File: src/hw/rtl/hes_pkg.sv
`timescale 1ns / 1ps
`default_nettype none
package hes_pkg;
    localparam int FRAC_BITS_DEF = 16;
    localparam int NORMAL_FRAC_BITS_DEF = 12;
    localparam int CFG_IDX_W = 3;
    localparam logic [CFG_IDX_W-1:0] REG_MU_DT = 3'd0;
    localparam logic [CFG_IDX_W-1:0] REG_SQRT_DT = 3'd1;
    localparam logic [CFG_IDX_W-1:0] REG_KAPPA_DT = 3'd2;
    localparam logic [CFG_IDX_W-1:0] REG_LONG_VAR = 3'd3;
    localparam logic [CFG_IDX_W-1:0] REG_VOL_VAR = 3'd4;
    localparam logic [CFG_IDX_W-1:0] REG_CORR = 3'd5;
    localparam logic [CFG_IDX_W-1:0] REG_SPOT = 3'd6;
    localparam logic [CFG_IDX_W-1:0] REG_INIT_VAR = 3'd7;
endpackage
`default_nettype wire

File: src/hw/rtl/hes_isqrt.sv
`timescale 1ns / 1ps
`default_nettype none
// Floor integer square root, two radicand bits per cycle.
module hes_isqrt #(
    parameter int IN_W = 64
) (
    input  wire logic clk,
    input  wire logic rst_n,
    input  wire logic start,
    input  wire logic [IN_W-1:0] radicand,
    output logic busy,
    output logic [IN_W/2-1:0] root
);
    localparam int HW = IN_W / 2;
    localparam int CNT_W = $clog2(HW + 1);
    logic [IN_W-1:0] x_reg;
    logic [HW+1:0] rem_reg;
    logic [HW-1:0] root_reg;
    logic [CNT_W-1:0] cnt_reg;
    logic [HW+1:0] trial;
    logic [HW+1:0] rem_shift;

    // One restoring step: bring down two bits, try 4r+1.
    always_comb
    begin
        rem_shift = {rem_reg[HW-1:0], x_reg[IN_W-1:IN_W-2]};
        trial = {root_reg, 2'b01};
    end

    always_ff @(posedge clk or negedge rst_n)
    begin
        if (!rst_n)
        begin
            cnt_reg <= '0;
        end
        else if (start)
        begin
            cnt_reg <= CNT_W'(HW);
        end
        else if (cnt_reg != '0)
        begin
            cnt_reg <= cnt_reg - 1'b1;
        end
    end

    always_ff @(posedge clk)
    begin
        if (start)
        begin
            x_reg <= radicand;
            rem_reg <= '0;
            root_reg <= '0;
        end
        else if (cnt_reg != '0)
        begin
            x_reg <= {x_reg[IN_W-3:0], 2'b00};
            if (rem_shift >= trial)
            begin
                rem_reg <= rem_shift - trial;
                root_reg <= {root_reg[HW-2:0], 1'b1};
            end
            else
            begin
                rem_reg <= rem_shift;
                root_reg <= {root_reg[HW-2:0], 1'b0};
            end
        end
    end

    assign busy = (cnt_reg != '0);
    assign root = root_reg;
endmodule
`default_nettype wire

File: src/hw/rtl/hes_serial_mul.sv
`timescale 1ns / 1ps
`default_nettype none
// Signed multiplier, one bit of the multiplier per cycle (shift and add).
module hes_serial_mul #(
    parameter int A_W = 40,
    parameter int B_W = 40
) (
    input  wire logic clk,
    input  wire logic rst_n,
    input  wire logic start,
    input  wire logic signed [A_W-1:0] a,
    input  wire logic signed [B_W-1:0] b,
    output logic busy,
    output logic signed [A_W+B_W-1:0] product
);
    localparam int P_W = A_W + B_W;
    localparam int CNT_W = $clog2(B_W + 1);
    logic signed [P_W-1:0] acc_reg;
    logic signed [P_W-1:0] mcand_reg;
    logic [B_W-1:0] mplier_reg;
    logic [CNT_W-1:0] cnt_reg;

    always_ff @(posedge clk or negedge rst_n)
    begin
        if (!rst_n)
        begin
            cnt_reg <= '0;
        end
        else if (start)
        begin
            cnt_reg <= CNT_W'(B_W);
        end
        else if (cnt_reg != '0)
        begin
            cnt_reg <= cnt_reg - 1'b1;
        end
    end

    // The top multiplier bit carries negative weight.
    always_ff @(posedge clk)
    begin
        if (start)
        begin
            acc_reg <= '0;
            mcand_reg <= P_W'(a);
            mplier_reg <= b;
        end
        else if (cnt_reg != '0)
        begin
            if (mplier_reg[0])
            begin
                if (cnt_reg == CNT_W'(1))
                begin
                    acc_reg <= acc_reg - mcand_reg;
                end
                else
                begin
                    acc_reg <= acc_reg + mcand_reg;
                end
            end
            mcand_reg <= mcand_reg <<< 1;
            mplier_reg <= mplier_reg >> 1;
        end
    end

    assign busy = (cnt_reg != '0);
    assign product = acc_reg;
endmodule
`default_nettype wire

File: src/hw/rtl/heston_euler_path_step.sv
`timescale 1ns / 1ps
`default_nettype none
// Heston path stepper: one Euler step with full truncation per request.
// Input channel (in_valid/in_ready) carries start_path, z_price, z_second.
// Output channel (out_valid/out_ready) returns price, variance, saturated
// and variance_truncated for every input request.
// Configuration channel (cfg_valid/cfg_ready, cfg_index, cfg_data) writes
// the eight parameter registers; write only while the block is idle.
// A step runs on one shared serial square root unit (two bits per cycle)
// and one shared shift-add multiplier (one bit per cycle). A step is one
// root pass and nine multiplies; a path start adds one product and one
// root pass. One request is in work at a time; the next one can be accepted
// in the same cycle as the result appears, not before.
// A result sits in the output register until taken. The next request runs
// meanwhile but holds at the end of its last multiply until the register
// is free, and the input stays closed, so a stalled receiver holds the block.
// Reset loads the register defaults, sets price and variance from spot
// and initial variance, and clears the correlation complement.
module heston_euler_path_step
    import hes_pkg::*;
#(
    parameter int FRAC_BITS = FRAC_BITS_DEF,
    parameter int NORMAL_FRAC_BITS = NORMAL_FRAC_BITS_DEF
) (
    input  wire logic clk,
    input  wire logic rst_n,
    input  wire logic in_valid,
    output logic in_ready,
    input  wire logic start_path,
    input  wire logic signed [15:0] z_price,
    input  wire logic signed [15:0] z_second,
    output logic out_valid,
    input  wire logic out_ready,
    output logic signed [31:0] price,
    output logic [30:0] variance,
    output logic saturated,
    output logic variance_truncated,
    input  wire logic cfg_valid,
    output logic cfg_ready,
    input  wire logic [hes_pkg::CFG_IDX_W-1:0] cfg_index,
    input  wire logic [31:0] cfg_data
);
    localparam int MW = 48;
    localparam int PW = 2 * MW;
    localparam int SQ_W = 64;
    localparam logic [3:0] S_IDLE = 4'd0;
    localparam logic [3:0] S_CROOT = 4'd1;
    localparam logic [3:0] S_VROOT = 4'd2;
    localparam logic [3:0] S_M1 = 4'd3;
    localparam logic [3:0] S_M2 = 4'd4;
    localparam logic [3:0] S_M3 = 4'd5;
    localparam logic [3:0] S_M4 = 4'd6;
    localparam logic [3:0] S_M5 = 4'd7;
    localparam logic [3:0] S_M6 = 4'd8;
    localparam logic [3:0] S_M7 = 4'd9;
    localparam logic [3:0] S_M8 = 4'd10;
    localparam logic [3:0] S_M9 = 4'd11;
    localparam logic [3:0] S_FIN = 4'd12;
    localparam logic [3:0] S_CSQ = 4'd13;
    localparam logic signed [MW-1:0] ONE = MW'(1) <<< FRAC_BITS;

    logic signed [31:0] mu_dt_reg;
    logic [16:0] sqrt_dt_reg;
    logic [16:0] kappa_dt_reg;
    logic [30:0] long_var_reg;
    logic [30:0] vol_var_reg;
    logic signed [17:0] corr_reg;
    logic [30:0] spot_reg;
    logic [30:0] init_var_reg;

    logic signed [31:0] cur_price_reg;
    logic [31:0] cur_var_reg;
    logic [31:0] comp_reg;
    logic [3:0] state_reg;
    logic pending_reg;
    logic signed [15:0] z1_reg;
    logic signed [15:0] z2_reg;
    logic signed [MW-1:0] sqv_reg;
    logic signed [MW-1:0] t_reg;
    logic signed [MW-1:0] w2_reg;
    logic signed [MW-1:0] mean_reg;
    logic signed [MW-1:0] noise_reg;
    logic signed [MW-1:0] drift_reg;

    logic out_valid_reg;
    logic signed [31:0] price_reg;
    logic [30:0] var_out_reg;
    logic sat_reg;
    logic trunc_reg;

    logic sq_start;
    logic sq_busy;
    logic mul_start;
    logic mul_busy;
    logic [SQ_W-1:0] sq_in;
    logic [SQ_W/2-1:0] sq_root;
    logic signed [MW-1:0] mul_a;
    logic signed [MW-1:0] mul_b;
    logic signed [PW-1:0] mul_p;
    logic signed [PW-1:0] mul_shf;
    logic signed [PW-1:0] mul_shn;
    logic signed [MW-1:0] rho;
    logic signed [MW-1:0] rem_c;
    logic signed [MW+1:0] nv;
    logic signed [MW+1:0] np;

    // Clamp rho to [-1, 1].
    always_comb
    begin
        rho = MW'(corr_reg);
        if (rho > ONE)
        begin
            rho = ONE;
        end
        else if (rho < -ONE)
        begin
            rho = -ONE;
        end
    end

    assign mul_shf = mul_p >>> FRAC_BITS;
    assign mul_shn = mul_p >>> NORMAL_FRAC_BITS;
    assign rem_c = ONE - MW'(mul_shf);

    hes_isqrt #(.IN_W(SQ_W)) u_sqrt (
        .clk(clk), .rst_n(rst_n), .start(sq_start), .radicand(sq_in),
        .busy(sq_busy), .root(sq_root)
    );

    hes_serial_mul #(.A_W(MW), .B_W(MW)) u_mul (
        .clk(clk), .rst_n(rst_n), .start(mul_start), .a(mul_a), .b(mul_b),
        .busy(mul_busy), .product(mul_p)
    );

    assign in_ready = (state_reg == S_IDLE) && !pending_reg;
    assign cfg_ready = 1'b1;

    // Configuration writes.
    always_ff @(posedge clk or negedge rst_n)
    begin
        if (!rst_n)
        begin
            mu_dt_reg <= '0;
            sqrt_dt_reg <= 17'd65536;
            kappa_dt_reg <= '0;
            long_var_reg <= 31'd2621;
            vol_var_reg <= '0;
            corr_reg <= '0;
            spot_reg <= 31'd6553600;
            init_var_reg <= 31'd2621;
        end
        else if (cfg_valid)
        begin
            case (cfg_index)
                REG_MU_DT: mu_dt_reg <= cfg_data;
                REG_SQRT_DT: sqrt_dt_reg <= cfg_data[16:0];
                REG_KAPPA_DT: kappa_dt_reg <= cfg_data[16:0];
                REG_LONG_VAR: long_var_reg <= cfg_data[30:0];
                REG_VOL_VAR: vol_var_reg <= cfg_data[30:0];
                REG_CORR: corr_reg <= cfg_data[17:0];
                REG_SPOT: spot_reg <= cfg_data[30:0];
                REG_INIT_VAR: init_var_reg <= cfg_data[30:0];
                default: ;
            endcase
        end
    end

    // Unit launches are driven combinationally from the sequencer state.
    logic launch_reg;
    always_comb
    begin
        sq_start = 1'b0;
        mul_start = 1'b0;
        sq_in = '0;
        mul_a = '0;
        mul_b = '0;
        case (state_reg)
            S_CSQ:
            begin
                mul_start = launch_reg;
                mul_a = rho;
                mul_b = rho;
            end
            S_CROOT:
            begin
                sq_start = launch_reg;
                sq_in = (rem_c < 0) ? '0 : SQ_W'(rem_c) << FRAC_BITS;
            end
            S_VROOT:
            begin
                sq_start = launch_reg;
                sq_in = SQ_W'(cur_var_reg) << FRAC_BITS;
            end
            S_M1:
            begin
                mul_start = launch_reg;
                mul_a = rho;
                mul_b = MW'(z1_reg);
            end
            S_M2:
            begin
                mul_start = launch_reg;
                mul_a = MW'(comp_reg);
                mul_b = MW'(z2_reg);
            end
            S_M3:
            begin
                mul_start = launch_reg;
                mul_a = MW'(kappa_dt_reg);
                mul_b = MW'(long_var_reg) - MW'(cur_var_reg);
            end
            S_M4:
            begin
                mul_start = launch_reg;
                mul_a = MW'(vol_var_reg);
                mul_b = sqv_reg;
            end
            S_M5:
            begin
                mul_start = launch_reg;
                mul_a = t_reg;
                mul_b = w2_reg;
            end
            S_M6:
            begin
                mul_start = launch_reg;
                mul_a = MW'(mu_dt_reg);
                mul_b = MW'(cur_price_reg);
            end
            S_M7:
            begin
                mul_start = launch_reg;
                mul_a = sqv_reg;
                mul_b = MW'(sqrt_dt_reg);
            end
            S_M8:
            begin
                mul_start = launch_reg;
                mul_a = t_reg;
                mul_b = MW'(cur_price_reg);
            end
            S_M9:
            begin
                mul_start = launch_reg;
                mul_a = t_reg;
                mul_b = MW'(z1_reg);
            end
            default: ;
        endcase
    end

    assign nv = (MW+2)'(cur_var_reg) + (MW+2)'(mean_reg) + (MW+2)'(noise_reg);
    assign np = (MW+2)'(cur_price_reg) + (MW+2)'(drift_reg) + (MW+2)'(mul_shn);

    // Step sequencer: each unit state launches one unit pass and waits for it; idle and finish launch nothing.
    always_ff @(posedge clk or negedge rst_n)
    begin
        if (!rst_n)
        begin
            state_reg <= S_IDLE;
            launch_reg <= 1'b0;
            pending_reg <= 1'b0;
            out_valid_reg <= 1'b0;
            cur_price_reg <= 32'sd6553600;
            cur_var_reg <= 32'd2621;
            comp_reg <= '0;
        end
        else
        begin
            if (out_valid_reg && out_ready)
            begin
                out_valid_reg <= 1'b0;
            end
            launch_reg <= 1'b0;
            case (state_reg)
                S_IDLE:
                begin
                    if (in_valid && in_ready)
                    begin
                        pending_reg <= 1'b1;
                        launch_reg <= 1'b1;
                        if (start_path)
                        begin
                            cur_price_reg <= 32'(spot_reg);
                            cur_var_reg <= 32'(init_var_reg);
                            state_reg <= S_CSQ;
                        end
                        else
                        begin
                            state_reg <= S_VROOT;
                        end
                    end
                end
                S_CSQ:
                begin
                    if (!launch_reg && !mul_busy)
                    begin
                        state_reg <= S_CROOT;
                        launch_reg <= 1'b1;
                    end
                end
                S_CROOT:
                begin
                    if (!launch_reg && !sq_busy)
                    begin
                        comp_reg <= sq_root;
                        state_reg <= S_VROOT;
                        launch_reg <= 1'b1;
                    end
                end
                S_VROOT:
                begin
                    if (!launch_reg && !sq_busy)
                    begin
                        state_reg <= S_M1;
                        launch_reg <= 1'b1;
                    end
                end
                S_M1, S_M2, S_M3, S_M4, S_M5, S_M6, S_M7, S_M8:
                begin
                    if (!launch_reg && !mul_busy)
                    begin
                        state_reg <= state_reg + 4'd1;
                        launch_reg <= 1'b1;
                    end
                end
                // The last pass waits here while an earlier result is still held.
                S_M9:
                begin
                    if (!launch_reg && !mul_busy && !out_valid_reg)
                    begin
                        state_reg <= S_FIN;
                    end
                end
                S_FIN:
                begin
                    if (!out_valid_reg)
                    begin
                        out_valid_reg <= 1'b1;
                        pending_reg <= 1'b0;
                        state_reg <= S_IDLE;
                        cur_var_reg <= 32'(var_out_reg);
                        cur_price_reg <= price_reg;
                    end
                end
                default: state_reg <= S_IDLE;
            endcase
        end
    end

    // Datapath capture of the request samples and of the finished passes of a step.
    always_ff @(posedge clk)
    begin
        if (state_reg == S_IDLE && in_valid && in_ready)
        begin
            z1_reg <= z_price;
            z2_reg <= z_second;
        end
        if (!launch_reg)
        begin
            case (state_reg)
                S_VROOT: if (!sq_busy) sqv_reg <= MW'(sq_root);
                S_M1: if (!mul_busy) w2_reg <= MW'(mul_p);
                S_M2: if (!mul_busy) w2_reg <= MW'((PW'(w2_reg) + mul_p) >>> FRAC_BITS);
                S_M3: if (!mul_busy) mean_reg <= MW'(mul_shf);
                S_M4: if (!mul_busy) t_reg <= MW'(mul_shf);
                S_M5: if (!mul_busy) noise_reg <= MW'(mul_shn);
                S_M6: if (!mul_busy) drift_reg <= MW'(mul_shf);
                S_M7, S_M8: if (!mul_busy) t_reg <= MW'(mul_shf);
                S_M9:
                begin
                    if (!mul_busy && !out_valid_reg)
                    begin
                        sat_reg <= 1'b0;
                        trunc_reg <= 1'b0;
                        if (nv < 0)
                        begin
                            var_out_reg <= '0;
                            trunc_reg <= 1'b1;
                        end
                        else if (nv > (MW+2)'(32'h7FFFFFFF))
                        begin
                            var_out_reg <= 31'h7FFFFFFF;
                            sat_reg <= 1'b1;
                        end
                        else
                        begin
                            var_out_reg <= nv[30:0];
                        end
                        if (np > (MW+2)'(32'sh7FFFFFFF))
                        begin
                            price_reg <= 32'sh7FFFFFFF;
                            sat_reg <= 1'b1;
                        end
                        else if (np < -(MW+2)'(64'sh80000000))
                        begin
                            price_reg <= 32'sh80000000;
                            sat_reg <= 1'b1;
                        end
                        else
                        begin
                            price_reg <= np[31:0];
                        end
                    end
                end
                default: ;
            endcase
        end
    end

    assign out_valid = out_valid_reg;
    assign price = price_reg;
    assign variance = var_out_reg;
    assign saturated = sat_reg;
    assign variance_truncated = trunc_reg;
endmodule
`default_nettype wire

File: config.mk
export PLATFORM = sky130hd
export DESIGN_NAME = heston_euler_path_step
export DESIGN_NICKNAME = d
export VERILOG_FILES = /design/src/hw/rtl/hes_pkg.sv /design/src/hw/rtl/hes_isqrt.sv /design/src/hw/rtl/hes_serial_mul.sv /design/src/hw/rtl/heston_euler_path_step.sv
export SDC_FILE = /design/constraint.sdc
export NUM_CORES = 2
export LEC_CHECK = 0
export ABC_AREA = 1
export BUFFER_PORTS_ARGS = -buffer_cell sky130_fd_sc_hd__buf_2
export CAP_MARGIN = 5
export CORE_MARGIN = 2
export CORE_UTILIZATION = 50
export CTS_CLUSTER_DIAMETER = 200
export DETAILED_ROUTE_END_ITERATION = 10
export GPL_TIMING_DRIVEN = 0
export PLACE_DENSITY = 0.64
export SLEW_MARGIN = 20
export SYNTH_ARGS = -nofsm -noshare
export SYNTH_HDL_FRONTEND = slang
export SYNTH_SLANG_ARGS = --single-unit
File: constraint.sdc
create_clock -name clk -period 8.75 [get_ports clk]
set_input_delay 1.3125 -clock clk [delete_from_list [all_inputs] [get_ports clk]]
set_output_delay 1.3125 -clock clk [all_outputs]
set_load 0.01 [all_outputs]
==> metrics list <==
- Summing every instance area after synthesis gives 0.0650 mm^2.
- Total buffers and inverters traversed by the critical path: 4
* Worst Hold Launch: u_sqrt.root[13]$_SDFFE_PP0P_
- Largest fanout of any net on the critical path: 5
- Counting every sink on the clock net gives 979.
- Layout cells sized above 1: 6.86%
* Slowest stage delay, CP: 0.89 ns
* Register bit total from synthesis: 979
- Cell class contributing the biggest share of worst-path delay: simple AND/OR/NAND/NOR gates
* Outcome: finished clean
* CP max-delay cell: nor4_1
- Summing all multi-input logic gate instances after layout gives 0.0330 mm^2.
* Gr ovfl total: 0
- Worst-case vdd ir drop: 0.330 mV
* Vias post-DR: 63400
- Top-level port count: 141
* Worst slew margin relative to its limit: 12.2%
* Initial core utilization: 50.3%
- Fraction of the yosys area taken by sequential cells: 40.8%
- Count of filler cells inserted in the layout: 12400
- Total number of placement rows: 132
- I/O Buffers: 139
- Min cycle time layout: 5.45 ns
- First-pass GRT wire length: 406 mm
* Clock slew at the register clock pins of the worst setup and hold paths: 0.06 ns
- Layout Skew: 0.0693 ns
- Final Wtd Congestion: 1.06
- The number of pins exceeding their max-slew limit in the final report was 0.
- Worst-case hold path end point: sqv_reg[13]$_DFFE_PP_
- Counting along the longest clock path gives a buffer depth of 3.
* Number of hold buffers added after CTS: 0
- For the pin with the worst max-slew slack, the measured transition is 1.31 ns.
- Average detailed-routed wire length per instance: 26.8 um
- Final hold analysis gives a worst-case slack of 0.421 ns.
* Element type at the critical path end: register
- Total clock buffers created by CTS: 108
* Chip Width: 365 um
- Once detail routing completed, the nets flagged for antenna violations numbered 0.
* Distinct cell type count after synthesis: 65
- Peak clock frequency supported by timing: 183 MHz
* Leak: 33.2 nW
- Pre-CTS setup slack: 3.48 ns
- Data arrival time at the worst-slack endpoint: 6.10 ns
- Portion of the clock cycle consumed by the worst path in the final layout: 62.3%
* TritonCTS clock tree: done
* Antenna violations before repair: 15
- Proportion of register bits with asynchronous set or reset after synthesis: 32.9%
* Deepest level of the CTS H-tree: 3
- Among all flip-flop cells after synthesis, the most frequent one is edfxtp_1.
- The floorplan step defined a die boundary enclosing 0.133 mm^2.
- In the layout the commonest cells are nand2_1, inv_1, nor2_1, o21ai_0, a21oi_1.
* Worst min-delay path class: register to register
- For this run, the post-layout net count is 9323.
* Number of buffers inserted to repair setup after CTS: 0
- Number of violations reported at the end of detailed-routing iteration 0: 7148
* Hpwl dp: 230 mm
- Mapped Nets: 9045
- CTS placed an instance of clkbuf_16 at the clock tree root.
* Dpl cells: 10500
- Syn. warnings: 0
* Count of cells resized by post-cts repair: 0
* Critical register-to-register path startpoint: u_mul.mcand_reg[1]$_DFFE_PP_
- Cell type with the highest occurrence count on the critical path: nand3_1
- Setup TNS Final: 0 ns
* Reg2Reg Depth: 25
- Post-route total power: 35.2 mW
- Area of all sequential standard cells: 0.0266 mm^2
- Worst Setup Start Kind: register
- Area post-placement: 0.0685 mm^2
- Global routing consumed, over all layers together, 42.5% of the routing resources.
* Hold-critical path depth: 0
- Counting every instance in the synthesized netlist gives 8575.
- # Max-Cap Violations: 0
* Worst path required time: 9.39 ns
- Area growth from synthesis to layout: 11.3%
* Pwr/cell area: 486 mW/mm^2
- The number of global-route vias before repair came to 60800.
- Once routing completed, OpenROAD measured the worst setup slack at 3.30 ns.
- From bottom edge to top edge, the die measures 365 um.
- The finished layout holds 10700 standard cells, fillers aside.
- The number of failing hold endpoints at the final stage was 0.
- The final layout contains routed wiring with a total length of 287 mm.
- Setup violations remaining at the end of the flow were counted as 0.
- Pin count of the biggest net entering global routing: 94
- Before antenna repair, the detailed router went through 7 iterations.
- Once layout is done, the placed cells without fillers occupy 0.0724 mm^2.
* Setup repair after global routing missed its margin: false
- Counting flops with a built-in enable in the synthesized netlist gives 529.
* Vias per Instance: 5.92
- Post-Syn Area per Cell: 7.58 um^2
* DRC violation count after routing: 0
- WS Path Type: register to register
* Reg2reg end: u_mul.product[51]$_SDFFE_PP0P_
- Reg-to-reg slack, setup: 3.30 ns
- The library cell used most frequently in the layout, excluding fill and tap cells, is nand2_1.
- Core Area: 0.129 mm^2
- For this run, the share of the core covered by cells in the final layout is 56.0%.
- Clock insertion delay at the later pin of the skew report: 0.78 ns
[layout make-up]
type	count	share of cell area, %
Inverter	1201	6.23
Timing Repair Buffer	168	1.63
Buffer	231	1.42
Clock buffer	144	4.28
Multi-Input combinational cell	6164	45.6
Clock inverter	62	1.10
Tap cell	1742	3.01
Sequential cell	979	36.7
Antenna cell	8	0.0277
[cells in the mapped netlist, types with 12 or more instances]
library cell  instances  area (um^2)
a2111oi_0            14          123
a211oi_1             15          113
a21boi_0             20          150
a21o_1               40          300
a21oi_1             539         2700
a221oi_1             28          245
a22o_1               18          158
a31oi_1              90          563
buf_1                17         63.8
buf_2                38          190
clkbuf_1            163          612
dfrtp_1             294         7360
dfstp_2              28          736
dfxtp_1             128         2560
edfxtp_1            529        15900
fa_1                 84         1680
ha_1                313         3920
inv_1              1178         4420
inv_2                20         75.1
nand2_1            2278         8550
nand2_2              39          244
nand3_1             320         1600
nand3b_1             19          143
nand4_1             133          832
nor2_1              842         3160
nor2_2               27          169
nor3_1              102          510
nor4_1               52          325
o211ai_1             37          278
o21a_1               12         90.1
o21ai_0             660         3300
o21ai_1              59          295
o21bai_1             48          360
o22ai_1              32          200
o31ai_1              16          120
or2_2                32          200
xnor2_1              66          578
xor2_1              153         1340
[how the worst max path moves through the flow]
stage | start | to | depth (start not counted)
detailed placement | u_mul.mcand_reg[0]$_SDFFCE_PN0P_ | u_mul.product[51]$_SDFFE_PP0P_ | 25
CTS | u_mul.mcand_reg[1]$_DFFE_PP_ | u_mul.product[51]$_SDFFE_PP0P_ | 25
global placement | u_mul.cnt_reg[0]$_DFFE_PN0P_ | variance[14]$_SDFFCE_PP0P_ | 10
global route | u_mul.mcand_reg[1]$_DFFE_PP_ | u_mul.product[51]$_SDFFE_PP0P_ | 25
finish | u_mul.mcand_reg[1]$_DFFE_PP_ | u_mul.product[51]$_SDFFE_PP0P_ | 25
floorplan | u_mul.cnt_reg[0]$_DFFE_PN0P_ | price[0]$_SDFFCE_PN1P_ | 10
[metal layers]
| metal | global-route usage (%) | up-vias | share of wire [%] | routed length [um] |
|---|---|---|---|---|
| li1 | - | 29000 | - | - |
| met5 | 0 | - | 0.012 | 33 |
| met4 | 31.6 | 6 | 8.8 | 25200 |
| met2 | 68.8 | 3460 | 45 | 130000 |
| met1 | 50.3 | 30100 | 36 | 104000 |
| met3 | 8.47 | 885 | 9.6 | 27600 |
[power breakdown]
part | total [mW] | internal (mW) | switching [mW]
logic | 21.1 | 6.60 | 14.5
registers | 9.02 | 6.57 | 2.45
clock network | 5.00 | 2.90 | 2.11
total | 35.2 | 16.1 | 19.1
[kinds of logic (layout without fill, tap and decap cells)]
logic type / count (synthesis) / count (layout) / share of synthesized area [%]
compound gates: 1669 / 1669 / 14.4
xor+xnor: 219 / 219 / 2.95
fa+ha+maj: 397 / 397 / 8.61
buf+inv: 1432 / 1806 / 8.51
flops: 979 / 979 / 40.8
mux: 2 / 2 / 0.0327
other cells: 1 / 9 / 0.00577
simple gates: 3876 / 3876 / 24.7
Power figures use the tool's default switching activity.
